<file path="config.mk">
export PLATFORM = sky130hd
export DESIGN_NAME = lru_frame_cache_lookup_unit
export DESIGN_NICKNAME = d
export VERILOG_FILES = /design/src/rtl/lfc_pkg.sv /design/src/rtl/lfc_slot_mem.sv /design/src/rtl/lru_frame_cache_lookup_unit.sv
export SDC_FILE = /design/constraint.sdc
export NUM_CORES = 1
export LEC_CHECK = 0
export BUFFER_PORTS_ARGS = -buffer_cell sky130_fd_sc_hd__buf_4
export CORE_ASPECT_RATIO = 1.5
export CORE_MARGIN = 2
export CORE_UTILIZATION = 29
export DETAILED_ROUTE_END_ITERATION = 10
export GPL_TIMING_DRIVEN = 0
export PLACE_DENSITY = 0.47
export SYNTH_ARGS = -nofsm -noshare
export SYNTH_HDL_FRONTEND = slang
export SYNTH_SLANG_ARGS = --single-unit
</file>
<file path="constraint.sdc">
create_clock -name i_clk -period 10.1 [get_ports i_clk]
set_input_delay 0.505 -clock i_clk [delete_from_list [all_inputs] [get_ports i_clk]]
set_output_delay 0.505 -clock i_clk [all_outputs]
set_load 0.005 [all_outputs]
</file>
<file path="src/rtl/lfc_pkg.sv">
// shared types and constants for the lru frame cache lookup unit
`default_nettype none

package lfc_pkg;

    localparam int LFC_WAYS        = 8;
    localparam int LFC_SLOT_W      = 6;
    localparam int LFC_KEY_W       = 32;
    localparam int LFC_STAMP_W     = 32;
    localparam int LFC_CFG_W       = 16;
    localparam int LFC_PADDR_W     = 3;
    localparam int LFC_PDATA_W     = 32;

    localparam logic [LFC_CFG_W-1:0]   LFC_SNAP_TOL_RST = 16'd65;
    localparam logic [LFC_PADDR_W-1:0] LFC_ADDR_BASE    = 3'd0;
    localparam logic [LFC_PADDR_W-1:0] LFC_ADDR_SNAP    = 3'd4;

    typedef struct packed {
        logic [LFC_KEY_W-1:0] frame_time;
        logic                 force_req;
    } t_lfc_request;

    typedef struct packed {
        logic                  hit;
        logic [LFC_SLOT_W-1:0] slot;
        logic                  load_needed;
        logic                  evicted_valid;
        logic [LFC_KEY_W-1:0]  evicted_key;
        logic [LFC_CFG_W-1:0]  file_index;
        logic                  needs_blend;
    } t_lfc_result;

    typedef struct packed {
        logic [LFC_KEY_W-1:0]   key;
        logic [LFC_STAMP_W-1:0] stamp;
    } t_lfc_entry;

    typedef enum logic [1:0] {
        ST_IDLE,
        ST_SCAN,
        ST_WRITE
    } t_lfc_state;

endpackage

`default_nettype wire

</file>
<file path="src/rtl/lfc_slot_mem.sv">
// slot store: key/stamp memory with registered read and per-slot valid flags
`default_nettype none

module lfc_slot_mem
    import lfc_pkg::*;
#(
    parameter int WAYS = LFC_WAYS,
    localparam int IW  = (WAYS > 1) ? $clog2(WAYS) : 1
) (
    input  wire logic          i_clk,
    input  wire logic          i_rst_n,
    input  wire logic          i_rd_en,
    input  wire logic [IW-1:0] i_rd_addr,
    output      t_lfc_entry    o_rd_entry,
    output      logic          o_rd_valid,
    input  wire logic          i_wr_en,
    input  wire logic [IW-1:0] i_wr_addr,
    input  wire t_lfc_entry    i_wr_entry
);

    t_lfc_entry       r_mem [WAYS];
    logic [WAYS-1:0]  r_valid;
    t_lfc_entry       r_rd_entry;
    logic             r_rd_valid;

    // valid flags stand in for the cleared contents after reset
    always_ff @(posedge i_clk) begin
        if (!i_rst_n) begin
            r_valid <= '0;
        end else if (i_wr_en) begin
            r_valid[i_wr_addr] <= 1'b1;
        end
    end

    always_ff @(posedge i_clk) begin
        if (i_wr_en) begin
            r_mem[i_wr_addr] <= i_wr_entry;
        end
    end

    always_ff @(posedge i_clk) begin
        if (i_rd_en) begin
            r_rd_entry <= r_mem[i_rd_addr];
        end
    end

    always_ff @(posedge i_clk) begin
        if (!i_rst_n) begin
            r_rd_valid <= 1'b0;
        end else if (i_rd_en) begin
            r_rd_valid <= r_valid[i_rd_addr];
        end
    end

    assign o_rd_entry = r_rd_entry;
    assign o_rd_valid = r_rd_valid;

endmodule

`default_nettype wire

</file>
<file path="src/rtl/lru_frame_cache_lookup_unit.sv">
// top level of the lru frame cache lookup unit
`default_nettype none

// Fully associative frame cache of WAYS slots with least-recently-used
// replacement by access timestamps. A request is taken when start is high
// and busy is low; the frame time is snapped to a whole frame when its
// fraction lies within snap_tolerance of one, the access clock advances, and
// the slots are read one per cycle from a slot memory with separate read and
// write ports. The scan stops at the first matching valid slot; on a miss
// every slot is read and the first slot with the lowest stamp becomes the
// victim. A write-back state then refreshes the chosen slot, and the result
// is registered from it. busy is high in the scan and write-back states, so
// a new request may be taken in the cycle the result is shown. The result is
// on o_result for exactly one cycle, marked by o_result_valid; the receiver
// cannot stall it.
// Registers (APB, 32-bit data): 0x0 frame_base, 0x4 snap_tolerance.
module lru_frame_cache_lookup_unit
    import lfc_pkg::*;
#(
    parameter int WAYS = LFC_WAYS
) (
    input  wire logic                   i_clk,
    input  wire logic                   i_rst_n,
    // request channel
    input  wire logic                   start,
    output      logic                   busy,
    input  wire t_lfc_request           i_request,
    // result channel
    output      logic                   o_result_valid,
    output      t_lfc_result            o_result,
    // configuration port
    input  wire logic                   psel,
    input  wire logic                   penable,
    input  wire logic                   pwrite,
    input  wire logic [LFC_PADDR_W-1:0] paddr,
    input  wire logic [LFC_PDATA_W-1:0] pwdata,
    output      logic [LFC_PDATA_W-1:0] prdata,
    output      logic                   pready
);

    localparam int IW = (WAYS > 1) ? $clog2(WAYS) : 1;
    localparam logic [IW:0]   CNT_END  = (IW+1)'(WAYS);
    localparam logic [IW-1:0] LAST_IDX = IW'(WAYS - 1);

    // state machine
    t_lfc_state r_state, n_state;

    // configuration registers
    logic [LFC_CFG_W-1:0] r_frame_base;
    logic [LFC_CFG_W-1:0] r_snap_tol;

    // per-request context
    logic [LFC_KEY_W-1:0]   r_key;
    logic                   r_force;
    logic [LFC_STAMP_W-1:0] r_clock;

    // scan bookkeeping
    logic [IW:0]            r_rd_cnt;
    logic                   r_cmp_vld;
    logic [IW-1:0]          r_cmp_idx;
    logic                   r_hit;
    logic [IW-1:0]          r_hit_idx;
    logic [LFC_STAMP_W-1:0] r_min_stamp;
    logic [IW-1:0]          r_vic_idx;
    logic                   r_vic_valid;
    logic [LFC_KEY_W-1:0]   r_vic_key;

    // result register
    logic        r_res_vld;
    t_lfc_result r_result;

    // memory side
    logic                   rd_en;
    logic [IW-1:0]          rd_addr;
    t_lfc_entry             rd_entry;
    logic                   rd_valid;
    logic                   wr_en;
    logic [IW-1:0]          wr_addr;
    t_lfc_entry             wr_entry;

    logic                   accept;
    logic                   cfg_wr;
    logic [LFC_KEY_W-1:0]   snapped;
    logic [LFC_CFG_W:0]     dist_up;
    logic [LFC_STAMP_W-1:0] cmp_stamp;
    logic                   cmp_hit;
    logic                   cmp_step;
    logic                   cmp_last;
    logic                   load;
    logic                   sel_valid;

    assign accept = start && !busy;
    assign busy   = (r_state != ST_IDLE);

    // ------------------------------------------------------------------
    // configuration port: zero wait states, write on the access cycle
    // ------------------------------------------------------------------
    assign pready = 1'b1;
    assign cfg_wr = psel && penable && pwrite && pready;

    always_ff @(posedge i_clk) begin
        if (!i_rst_n) begin
            r_frame_base <= '0;
            r_snap_tol   <= LFC_SNAP_TOL_RST;
        end else if (cfg_wr) begin
            unique case (paddr)
                LFC_ADDR_BASE: r_frame_base <= pwdata[LFC_CFG_W-1:0];
                LFC_ADDR_SNAP: r_snap_tol   <= pwdata[LFC_CFG_W-1:0];
                default:       ;
            endcase
        end
    end

    always_comb begin
        unique case (paddr)
            LFC_ADDR_BASE: prdata = LFC_PDATA_W'(r_frame_base);
            LFC_ADDR_SNAP: prdata = LFC_PDATA_W'(r_snap_tol);
            default:       prdata = '0;
        endcase
    end

    // ------------------------------------------------------------------
    // snap the frame time at acceptance: down when the fraction is under
    // the tolerance, up (wrapping past the top frame) when the distance to
    // the next whole frame is under it
    // ------------------------------------------------------------------
    assign dist_up = (LFC_CFG_W+1)'(17'h10000) - {1'b0, i_request.frame_time[15:0]};

    always_comb begin
        if (i_request.frame_time[15:0] < r_snap_tol) begin
            snapped = {i_request.frame_time[31:16], 16'h0000};
        end else if (dist_up < {1'b0, r_snap_tol}) begin
            snapped = {i_request.frame_time[31:16] + 16'd1, 16'h0000};
        end else begin
            snapped = i_request.frame_time;
        end
    end

    // ------------------------------------------------------------------
    // slot memory: one read per cycle during the scan, one write at the end;
    // the write lands before the next request can start its reads, so no
    // forwarding path is needed
    // ------------------------------------------------------------------
    assign rd_en   = (r_state == ST_SCAN) && (r_rd_cnt < CNT_END);
    assign rd_addr = r_rd_cnt[IW-1:0];

    lfc_slot_mem #(
        .WAYS (WAYS)
    ) u_slot_mem (
        .i_clk      (i_clk),
        .i_rst_n    (i_rst_n),
        .i_rd_en    (rd_en),
        .i_rd_addr  (rd_addr),
        .o_rd_entry (rd_entry),
        .o_rd_valid (rd_valid),
        .i_wr_en    (wr_en),
        .i_wr_addr  (wr_addr),
        .i_wr_entry (wr_entry)
    );

    // an empty slot reads with stamp zero, as after reset
    assign cmp_stamp = rd_valid ? rd_entry.stamp : '0;
    assign cmp_hit   = rd_valid && (rd_entry.key == r_key);
    assign cmp_step  = (r_state == ST_SCAN) && r_cmp_vld;
    assign cmp_last  = (r_cmp_idx == LAST_IDX);

    // write-back choice
    assign wr_en          = (r_state == ST_WRITE);
    assign wr_addr        = r_hit ? r_hit_idx : r_vic_idx;
    assign wr_entry.key   = r_key;
    assign wr_entry.stamp = r_clock;

    assign load      = !r_hit || r_force;
    assign sel_valid = r_hit ? 1'b1 : r_vic_valid;

    // ------------------------------------------------------------------
    // sequencer
    // ------------------------------------------------------------------
    always_ff @(posedge i_clk) begin
        if (!i_rst_n) begin
            r_state <= ST_IDLE;
        end else begin
            r_state <= n_state;
        end
    end

    always_comb begin
        n_state = r_state;
        unique case (r_state)
            ST_IDLE: begin
                if (accept) begin
                    n_state = ST_SCAN;
                end
            end
            ST_SCAN: begin
                if (cmp_step && (cmp_hit || cmp_last)) begin
                    n_state = ST_WRITE;
                end
            end
            ST_WRITE: begin
                n_state = ST_IDLE;
            end
            default: n_state = ST_IDLE;
        endcase
    end

    // access clock and read issue counter
    always_ff @(posedge i_clk) begin
        if (!i_rst_n) begin
            r_clock   <= '0;
            r_rd_cnt  <= '0;
            r_cmp_vld <= 1'b0;
            r_hit     <= 1'b0;
        end else begin
            r_cmp_vld <= rd_en;
            if (accept) begin
                r_clock  <= r_clock + 1'b1;
                r_rd_cnt <= '0;
                r_hit    <= 1'b0;
            end else begin
                if (rd_en) begin
                    r_rd_cnt <= r_rd_cnt + 1'b1;
                end
                if (cmp_step && cmp_hit) begin
                    r_hit <= 1'b1;
                end
            end
        end
    end

    // request context and running minimum (payload, no reset)
    always_ff @(posedge i_clk) begin
        if (accept) begin
            r_key   <= snapped;
            r_force <= i_request.force_req;
        end
        if (rd_en) begin
            r_cmp_idx <= rd_addr;
        end
        if (cmp_step) begin
            // first slot seeds the minimum, later ones replace it only when
            // strictly lower, so ties keep the earliest slot
            if ((r_cmp_idx == '0) || (cmp_stamp < r_min_stamp)) begin
                r_min_stamp <= cmp_stamp;
                r_vic_idx   <= r_cmp_idx;
                r_vic_valid <= rd_valid;
                r_vic_key   <= rd_entry.key;
            end
            if (cmp_hit) begin
                r_hit_idx <= r_cmp_idx;
            end
        end
    end

    // result formed in the write-back cycle, shown for one cycle after it
    always_ff @(posedge i_clk) begin
        if (!i_rst_n) begin
            r_res_vld <= 1'b0;
        end else begin
            r_res_vld <= (r_state == ST_WRITE);
        end
    end

    always_ff @(posedge i_clk) begin
        if (r_state == ST_WRITE) begin
            r_result.hit           <= r_hit;
            r_result.slot          <= LFC_SLOT_W'(wr_addr);
            r_result.load_needed   <= load;
            r_result.evicted_valid <= load && sel_valid;
            // a forced hit evicts its own key
            r_result.evicted_key   <= (load && sel_valid) ? (r_hit ? r_key : r_vic_key) : '0;
            r_result.file_index    <= r_key[31:16] - r_frame_base;
            r_result.needs_blend   <= (r_key[15:0] != 16'h0000);
        end
    end

    assign o_result_valid = r_res_vld;
    assign o_result       = r_result;

endmodule

`default_nettype wire

</file>
* Word level (Yosys, flattened, before mapping)
Memories as Yosys holds them, arrays and structs flattened. A register that Yosys moved wholly into a read port is not among the register bits. Index checks and enable logic that the tools add are counted.
Operators by class: bitwise operators 2, reduce and logical (&&, ||, !) cells 27, $add $sub $neg 5, muxes and demuxes 16, equal/unequal tests 7, $lt $le $gt $ge 7
Operators by type and width (count):
- 32-bit 2-to-1 mux | 4
- 32-bit by 1-bit adder with 32-bit output, second input constant | 1
- 32-bit == test | 1
- 32-bit < comparator | 1
- 16-bit case mux with 2 select lines | 1
- 17-bit by 16-bit < comparator with 1-bit output | 1
- 17-bit by 16-bit subtractor with 17-bit output, first input constant | 1
- 16-bit by 1-bit adder with 16-bit output, second input constant | 1
- 16-bit < comparator | 1
- 16-bit nonzero test | 1
- 16-bit subtractor | 1
- 1-bit logical AND | 10
- 2-bit AND reduction | 5
- 3-bit by 4-bit < comparator with 1-bit output, second input constant | 2
- 8-bit OR | 1
- 3-bit == test, second input constant | 2
- 3-bit logical NOT | 2
- 1-bit 2-to-1 mux | 5
- 4-bit by 1-bit adder with 4-bit output, second input constant | 1
- 4-bit < comparator, second input constant | 1
- 2-bit 2-to-1 mux | 2
- 2-bit case mux with 2 select lines | 1
- 2-bit OR reduction | 2
- 1-bit binary-select mux with 3-bit select | 1
- 12 further kinds | 15
Word-level totals: memories 1, output and inout port bits 93, bits of input ports 74, memory bits (writable) 512, flip-flop bits (word level) 244, logic and storage cells 91
Memories:
- u_slot_mem.r_mem | depth 8, bits a word 64, rd ports 1, clocked after memory_dff 1, wr ports 1, line lfc_slot_mem.sv:21 | t_lfc_entry r_mem [WAYS];

* Longest topological paths before layout
depth in word-level cells 6, mapped depth 15

* Modules after synthesis
Synthesis repeated with hierarchy kept, for this count alone.
Second synthesis, totals: cells, all modules 1976, area, all modules 33871.2 um^2
By module, submodules not included:
- lfc_slot_mem | area an instance 21499.4 um^2, instances 1, seq. area each 17476.8 um^2, cells an instance 842
- lru_frame_cache_lookup_unit | area an instance 12371.9 um^2, instances 1, seq. area each 6326.1 um^2, cells an instance 1134

* Least setup slack after synthesis
Ideal clock, no wire load.
path type reg-to-reg, start register u_slot_mem.r_rd_valid (netlist: u_slot_mem.o_rd_valid), end register r_min_stamp[0], enable pin, data arrival time 7119 ps, period minus slack after synthesis 7714 ps, cell stages (with the launch flop) 10, slack 2386 ps, path through dfxtp_1 -> clkbuf_1 -> and2_1 -> ha_1 -> a21o_1 -> a21o_1 -> a21oi_1 -> nand2_1 -> or4_1 -> a211oi_1
On the way: word-level cells in the longest chain between the ends 4
Ends and longest elaborated chain:
- start, declared | line lfc_slot_mem.sv:24 | logic r_rd_valid;
- start signal, assigned | line lfc_slot_mem.sv:51 | r_rd_valid <= r_valid[i_rd_addr];
- 32-bit 2-to-1 mux | line lru_frame_cache_lookup_unit.sv:162 | assign cmp_stamp = rd_valid ? rd_entry.stamp : '0;
- net cmp_stamp[21] | line lru_frame_cache_lookup_unit.sv:85 | logic [LFC_STAMP_W-1:0] cmp_stamp;
- 32-bit < comparator | line lru_frame_cache_lookup_unit.sv:243 | if ((r_cmp_idx == '0) || (cmp_stamp < r_min_stamp)) begin
- 1-bit logical OR | line lru_frame_cache_lookup_unit.sv:243
- 2-bit AND reduction (no line)
- end signal, assigned | line lru_frame_cache_lookup_unit.sv:244 | r_min_stamp <= cmp_stamp;
- end, declared | line lru_frame_cache_lookup_unit.sv:63 | logic [LFC_STAMP_W-1:0] r_min_stamp;
The timed path passes the listed nets, and every way through them passes these cells. A chain may end at the register's enable or synchronous reset.

* Worst setup path after layout
start register u_slot_mem.r_rd_valid (netlist: u_slot_mem.o_rd_valid), end register r_vic_key[26], enable pin
On the way: word-level cells in the longest chain between the ends 4
Ends and longest elaborated chain:
- 32-bit 2-to-1 mux | line lru_frame_cache_lookup_unit.sv:162
- net cmp_stamp[21] | line lru_frame_cache_lookup_unit.sv:85
- 32-bit < comparator | line lru_frame_cache_lookup_unit.sv:243
- 1-bit logical OR | line lru_frame_cache_lookup_unit.sv:243
- 2-bit AND reduction (no line)
- end signal, assigned | line lru_frame_cache_lookup_unit.sv:247 | r_vic_key <= rd_entry.key;
- end, declared | line lru_frame_cache_lookup_unit.sv:66 | logic [LFC_KEY_W-1:0] r_vic_key;
The timed path passes the listed nets, and every way through them passes these cells.

==> run_summary.xml <==
<?xml version="1.0" encoding="UTF-8"?>
<metrics>
  <group name="yosys">
    <metric name="post-synth-top-count-cell" unit="">sky130_fd_sc_hd__edfxtp_1</metric>
    <metric name="yosysTopAreaCell" unit="">sky130_fd_sc_hd__edfxtp_1</metric>
    <metric name="synth_enable_flop_cells" unit="">738</metric>
    <metric name="yosys.cell_types.count" unit="">64</metric>
    <metric name="synthDominantCellAreaShare" unit="%">65.8</metric>
    <metric name="post_synth_arst_share" unit="%">0</metric>
    <metric name="ys.flop_type" unit="">sky130_fd_sc_hd__edfxtp_1</metric>
    <metric name="synthesis.area" unit="mm²">0.0337</metric>
    <metric name="ys_seq_elements" unit="">820</metric>
    <metric name="synth.yosys.warnings" unit="">0</metric>
    <metric name="synth.cells.most_frequent" unit="">sky130_fd_sc_hd__edfxtp_1, sky130_fd_sc_hd__mux4_2, sky130_fd_sc_hd__nand2_1</metric>
    <metric name="yosysSeqAreaShare" unit="%">70.7</metric>
    <metric name="synthesis.instances" unit="">1953</metric>
    <metric name="syn_area_per_cell" unit="µm²">17.2</metric>
    <metric name="post_synth_main_area_contributors" unit="">sky130_fd_sc_hd__edfxtp_1, sky130_fd_sc_hd__mux4_2, sky130_fd_sc_hd__dfxtp_1</metric>
  </group>
  <group name="cts">
    <metric name="clk_latency" unit="ps">660</metric>
    <metric name="cts_max_level" unit="">3</metric>
    <metric name="clock_path_buffers" unit="">3</metric>
    <metric name="post_cts.resized_instances" unit="">0</metric>
    <metric name="cts-buffers-inserted" unit="">77</metric>
    <metric name="cts.root.buffer_cell" unit="">sky130_fd_sc_hd__clkbuf_16</metric>
    <metric name="cts_tree" unit="">built</metric>
    <metric name="cts.sink_count" unit="">820</metric>
    <metric name="clock_input_transition_at_the_sequential_cells_of_the_worst_setup_and_hold_paths" unit="ps">70</metric>
  </group>
  <group name="place">
    <metric name="post-place-ws" unit="ps">4700</metric>
    <metric name="port-buffer-count" unit="">130</metric>
    <metric name="hpwl" unit="mm">60.2</metric>
    <metric name="place.gp.congestion" unit="">0.819</metric>
    <metric name="dpl.cell_count" unit="">3688</metric>
  </group>
  <group name="critical_path">
    <metric name="r2r_cells" unit="">14</metric>
    <metric name="worstSetupStartpointType" unit="">flip-flop</metric>
    <metric name="worst-path-max-fanout" unit="">13</metric>
    <metric name="cp_data_arrival_time" unit="ps">5640</metric>
    <metric name="critical_path_class" unit="">reg -&gt; reg</metric>
    <metric name="r2r_slack" unit="ps">4820</metric>
    <metric name="regToRegStartpoint" unit="">u_slot_mem.o_rd_valid</metric>
    <metric name="worst-endpoint-required" unit="ps">10460</metric>
    <metric name="r2r_end" unit="">r_vic_key[26]</metric>
    <metric name="timing.critical_path.to_type" unit="">flip-flop</metric>
  </group>
  <group name="route">
    <metric name="finalWirelength" unit="mm">87.5</metric>
    <metric name="drt_pass1_iterations" unit="">5</metric>
    <metric name="wl_met2" unit="mm">47.1</metric>
    <metric name="route.layer.met1.wl" unit="mm">34.9</metric>
    <metric name="route.met3.wl" unit="mm">3.81</metric>
    <metric name="route.detailed.vias_per_inst" unit="">4.63</metric>
    <metric name="num_vias" unit="">17756</metric>
    <metric name="drt.antenna.violating_nets" unit="">0</metric>
    <metric name="wirelength_per_cell" unit="µm">22.9</metric>
    <metric name="detail_route.iter0.violations" unit="">1157</metric>
    <metric name="detail_route.drc_violations" unit="">0</metric>
    <metric name="maxUsedRoutingLayer" unit="">met5</metric>
  </group>
  <group name="layout">
    <metric name="drive_above_1_share" unit="%">23.6</metric>
    <metric name="finish.net_count" unit="">2373</metric>
    <metric name="area_delta_synth_final" unit="%">18.9</metric>
    <metric name="postLayoutCoreUtil" unit="%">34.6</metric>
    <metric name="final-instance-count-excl-fill" unit="">3831</metric>
  </group>
  <group name="run_status">
    <metric name="outcome" unit="">finished clean</metric>
  </group>
  <group name="worst_hold_path">
    <metric name="min_delay_path_class" unit="">in -&gt; reg</metric>
    <metric name="hp-start" unit="">pwdata[6]</metric>
    <metric name="min_delay_worst_endpoint" unit="">r_snap_tol[6]</metric>
    <metric name="min_delay_path_depth" unit="">3</metric>
  </group>
  <group name="sta">
    <metric name="finalHoldViolCount" unit="">0</metric>
    <metric name="fmaxAchievable" unit="MHz">189</metric>
    <metric name="max_slew.worst_pin.slew" unit="ps">1170</metric>
    <metric name="max_slew_margin" unit="%">21.5</metric>
    <metric name="grt_setup_unrepaired" unit="">no</metric>
    <metric name="hold-worst-slack" unit="ps">96.9</metric>
    <metric name="final.period_utilization" unit="%">52.3</metric>
    <metric name="finalMaxSlewViolations" unit="">0</metric>
    <metric name="timing.setup.tns" unit="ps">0</metric>
    <metric name="timing.final.crit_period" unit="ps">5280</metric>
    <metric name="final-setup-viol-count" unit="">0</metric>
    <metric name="finClkSkew" unit="ps">21.6</metric>
    <metric name="post_layout_worst_setup_margin" unit="ps">4820</metric>
  </group>
  <group name="grt">
    <metric name="number_of_antenna_violations_at_the_first_check_in_global_routing" unit="">2</metric>
    <metric name="grt_use_total" unit="%">14.8</metric>
    <metric name="grt_overflow_total" unit="">0</metric>
    <metric name="first_pass_grt_wire_length" unit="mm">129</metric>
    <metric name="vias_in_the_first_global_route" unit="">19184</metric>
    <metric name="maximum_number_of_pins_on_one_net_before_global_route_repair" unit="">41</metric>
  </group>
  <group name="flow_run">
    <metric name="maximum_capacitance_violations" unit="">0</metric>
  </group>
  <group name="die">
    <metric name="floorplan.initialDensity" unit="%">29.1</metric>
    <metric name="placement_rows" unit="">153</metric>
    <metric name="die_area" unit="mm²">0.119</metric>
    <metric name="core_outline_area" unit="mm²">0.116</metric>
    <metric name="die_height" unit="µm">421</metric>
    <metric name="ios" unit="">167</metric>
    <metric name="dieWidth" unit="µm">282</metric>
  </group>
  <group name="pwr">
    <metric name="static-leakage-power" unit="nW">12.6</metric>
    <metric name="power.density" unit="mW/mm²">175</metric>
    <metric name="worst_ir_drop_vdd" unit="V">0.000129</metric>
  </group>
</metrics>
-- through the flow --
step	power, mW	area (µm²)
3_3_place_gp	4.15	36600
4_1_cts	7.09	40000
3_5_place_dp	4.16	37500
5_1_grt	7.23	40000
6_report	6.99	40000
2_1_floorplan	4.01	33700
-- cell type report --
type                    count  area [µm²]
diodes                      2        5.00
plain buffers              89         442
clock buffers              96        2050
clock inverters            44         423
fillers                 11084       75600
inverters                  78         293
multi-input cells         984        9280
flip-flops and latches    820       23800
well taps                1550        1940
repair buffers            168        1800
-- worst max-delay path, cell delays in order, from the launching register on --
cell and delay [ps]:
sky130_fd_sc_hd__dfxtp_1 650, sky130_fd_sc_hd__clkbuf_1 660, sky130_fd_sc_hd__and2_1 250, sky130_fd_sc_hd__ha_1 250
sky130_fd_sc_hd__a21o_1 180, sky130_fd_sc_hd__a21o_1 170, sky130_fd_sc_hd__a21oi_1 460, sky130_fd_sc_hd__nand2_1 110
sky130_fd_sc_hd__or4_1 700, sky130_fd_sc_hd__a211oi_4 630, sky130_fd_sc_hd__buf_8 240, sky130_fd_sc_hd__buf_8 170
sky130_fd_sc_hd__buf_16 160, sky130_fd_sc_hd__buf_8 160, sky130_fd_sc_hd__buf_8 160
-- repair_timing --
item | 4_1_cts | 5_1_grt
endpoints found under the hold margin | 1 | 0
hold buffers | 1 | 0
setup buffers | 0 | 0
-- how the worst max path moves through the flow --
stage	start	to	slack [ps]	depth (start not counted)
5_1_grt	u_slot_mem.o_rd_valid	r_vic_key[26]	4610	14
2_1_floorplan	u_slot_mem.o_rd_valid	r_min_stamp[0]	2390	9
4_1_cts	u_slot_mem.o_rd_valid	r_vic_key[26]	4680	14
3_5_place_dp	u_slot_mem.o_rd_valid	r_vic_key[20]	4700	14
3_3_place_gp	u_slot_mem.o_rd_valid	r_vic_key[18]	-3780	9
6_report	u_slot_mem.o_rd_valid	r_vic_key[26]	4820	14
-- flip-flops by register name, summed over array words and instances, names as in the netlist, 2 cells and up --
signal	count
r_frame_base	16
r_state	2
r_cmp_idx	3
r_vic_idx	3
u_slot_mem.o_rd_entry	64
r_hit_idx	3
u_slot_mem.r_mem	512
r_snap_tol	16
o_result	55
r_min_stamp	32
r_key	32
u_slot_mem.r_valid	8
r_vic_key	32
r_clock	32
r_rd_cnt	4
-- cells in the final DEF (no fill, tap or decap), types with 13 or more instances in the layout --
cell type,n
sky130_fd_sc_hd__a21boi_1,20
sky130_fd_sc_hd__nand3_1,23
sky130_fd_sc_hd__clkinv_2,15
sky130_fd_sc_hd__nand2_1,100
sky130_fd_sc_hd__nor3_1,16
sky130_fd_sc_hd__nand4_1,33
sky130_fd_sc_hd__nor2_1,64
sky130_fd_sc_hd__edfxtp_1,738
sky130_fd_sc_hd__mux4_2,130
sky130_fd_sc_hd__mux2_2,65
sky130_fd_sc_hd__clkinv_1,15
sky130_fd_sc_hd__a21boi_0,14
sky130_fd_sc_hd__ha_1,80
sky130_fd_sc_hd__a21oi_1,30
sky130_fd_sc_hd__xor2_1,33
sky130_fd_sc_hd__buf_12,19
sky130_fd_sc_hd__a22o_1,16
sky130_fd_sc_hd__conb_1,20
sky130_fd_sc_hd__inv_1,78
sky130_fd_sc_hd__clkbuf_1,55
sky130_fd_sc_hd__xnor2_1,72
sky130_fd_sc_hd__dfxtp_1,82
sky130_fd_sc_hd__mux2i_1,38
sky130_fd_sc_hd__clkbuf_16,78
sky130_fd_sc_hd__buf_16,13
sky130_fd_sc_hd__a21o_1,15
sky130_fd_sc_hd__buf_1,15
sky130_fd_sc_hd__and2_1,82
sky130_fd_sc_hd__buf_4,150
-- cells by family (layout without fill, tap and decap cells) --
logic type,count (synthesis),in the layout,share of synthesized area (%)
AO/OA/AOI/OAI,147,147,3.07
XOR/XNOR,105,105,2.73
adder cells (fa/ha/maj),81,81,3.03
buffers and inverters,167,475,2.17
flip-flops,820,820,70.7
multiplexers,234,234,12.0
other,2,22,0.0223
AND/OR/NAND/NOR,397,397,6.24
-- metal layers --
layer,global-route usage [%],up-vias
li1,-,8018
met1,17.5,9237
met2,27.4,399
met3,2.49,100
met4,4.16,2
met5,0,-
-- where the power goes --
part,switching [mW],total [mW],internal [mW]
combinational,0.175,0.305,0.130
sequential,0.0534,3.77,3.72
clock,1.28,2.91,1.63
Note: power is estimated with default switching activity, not from simulation.
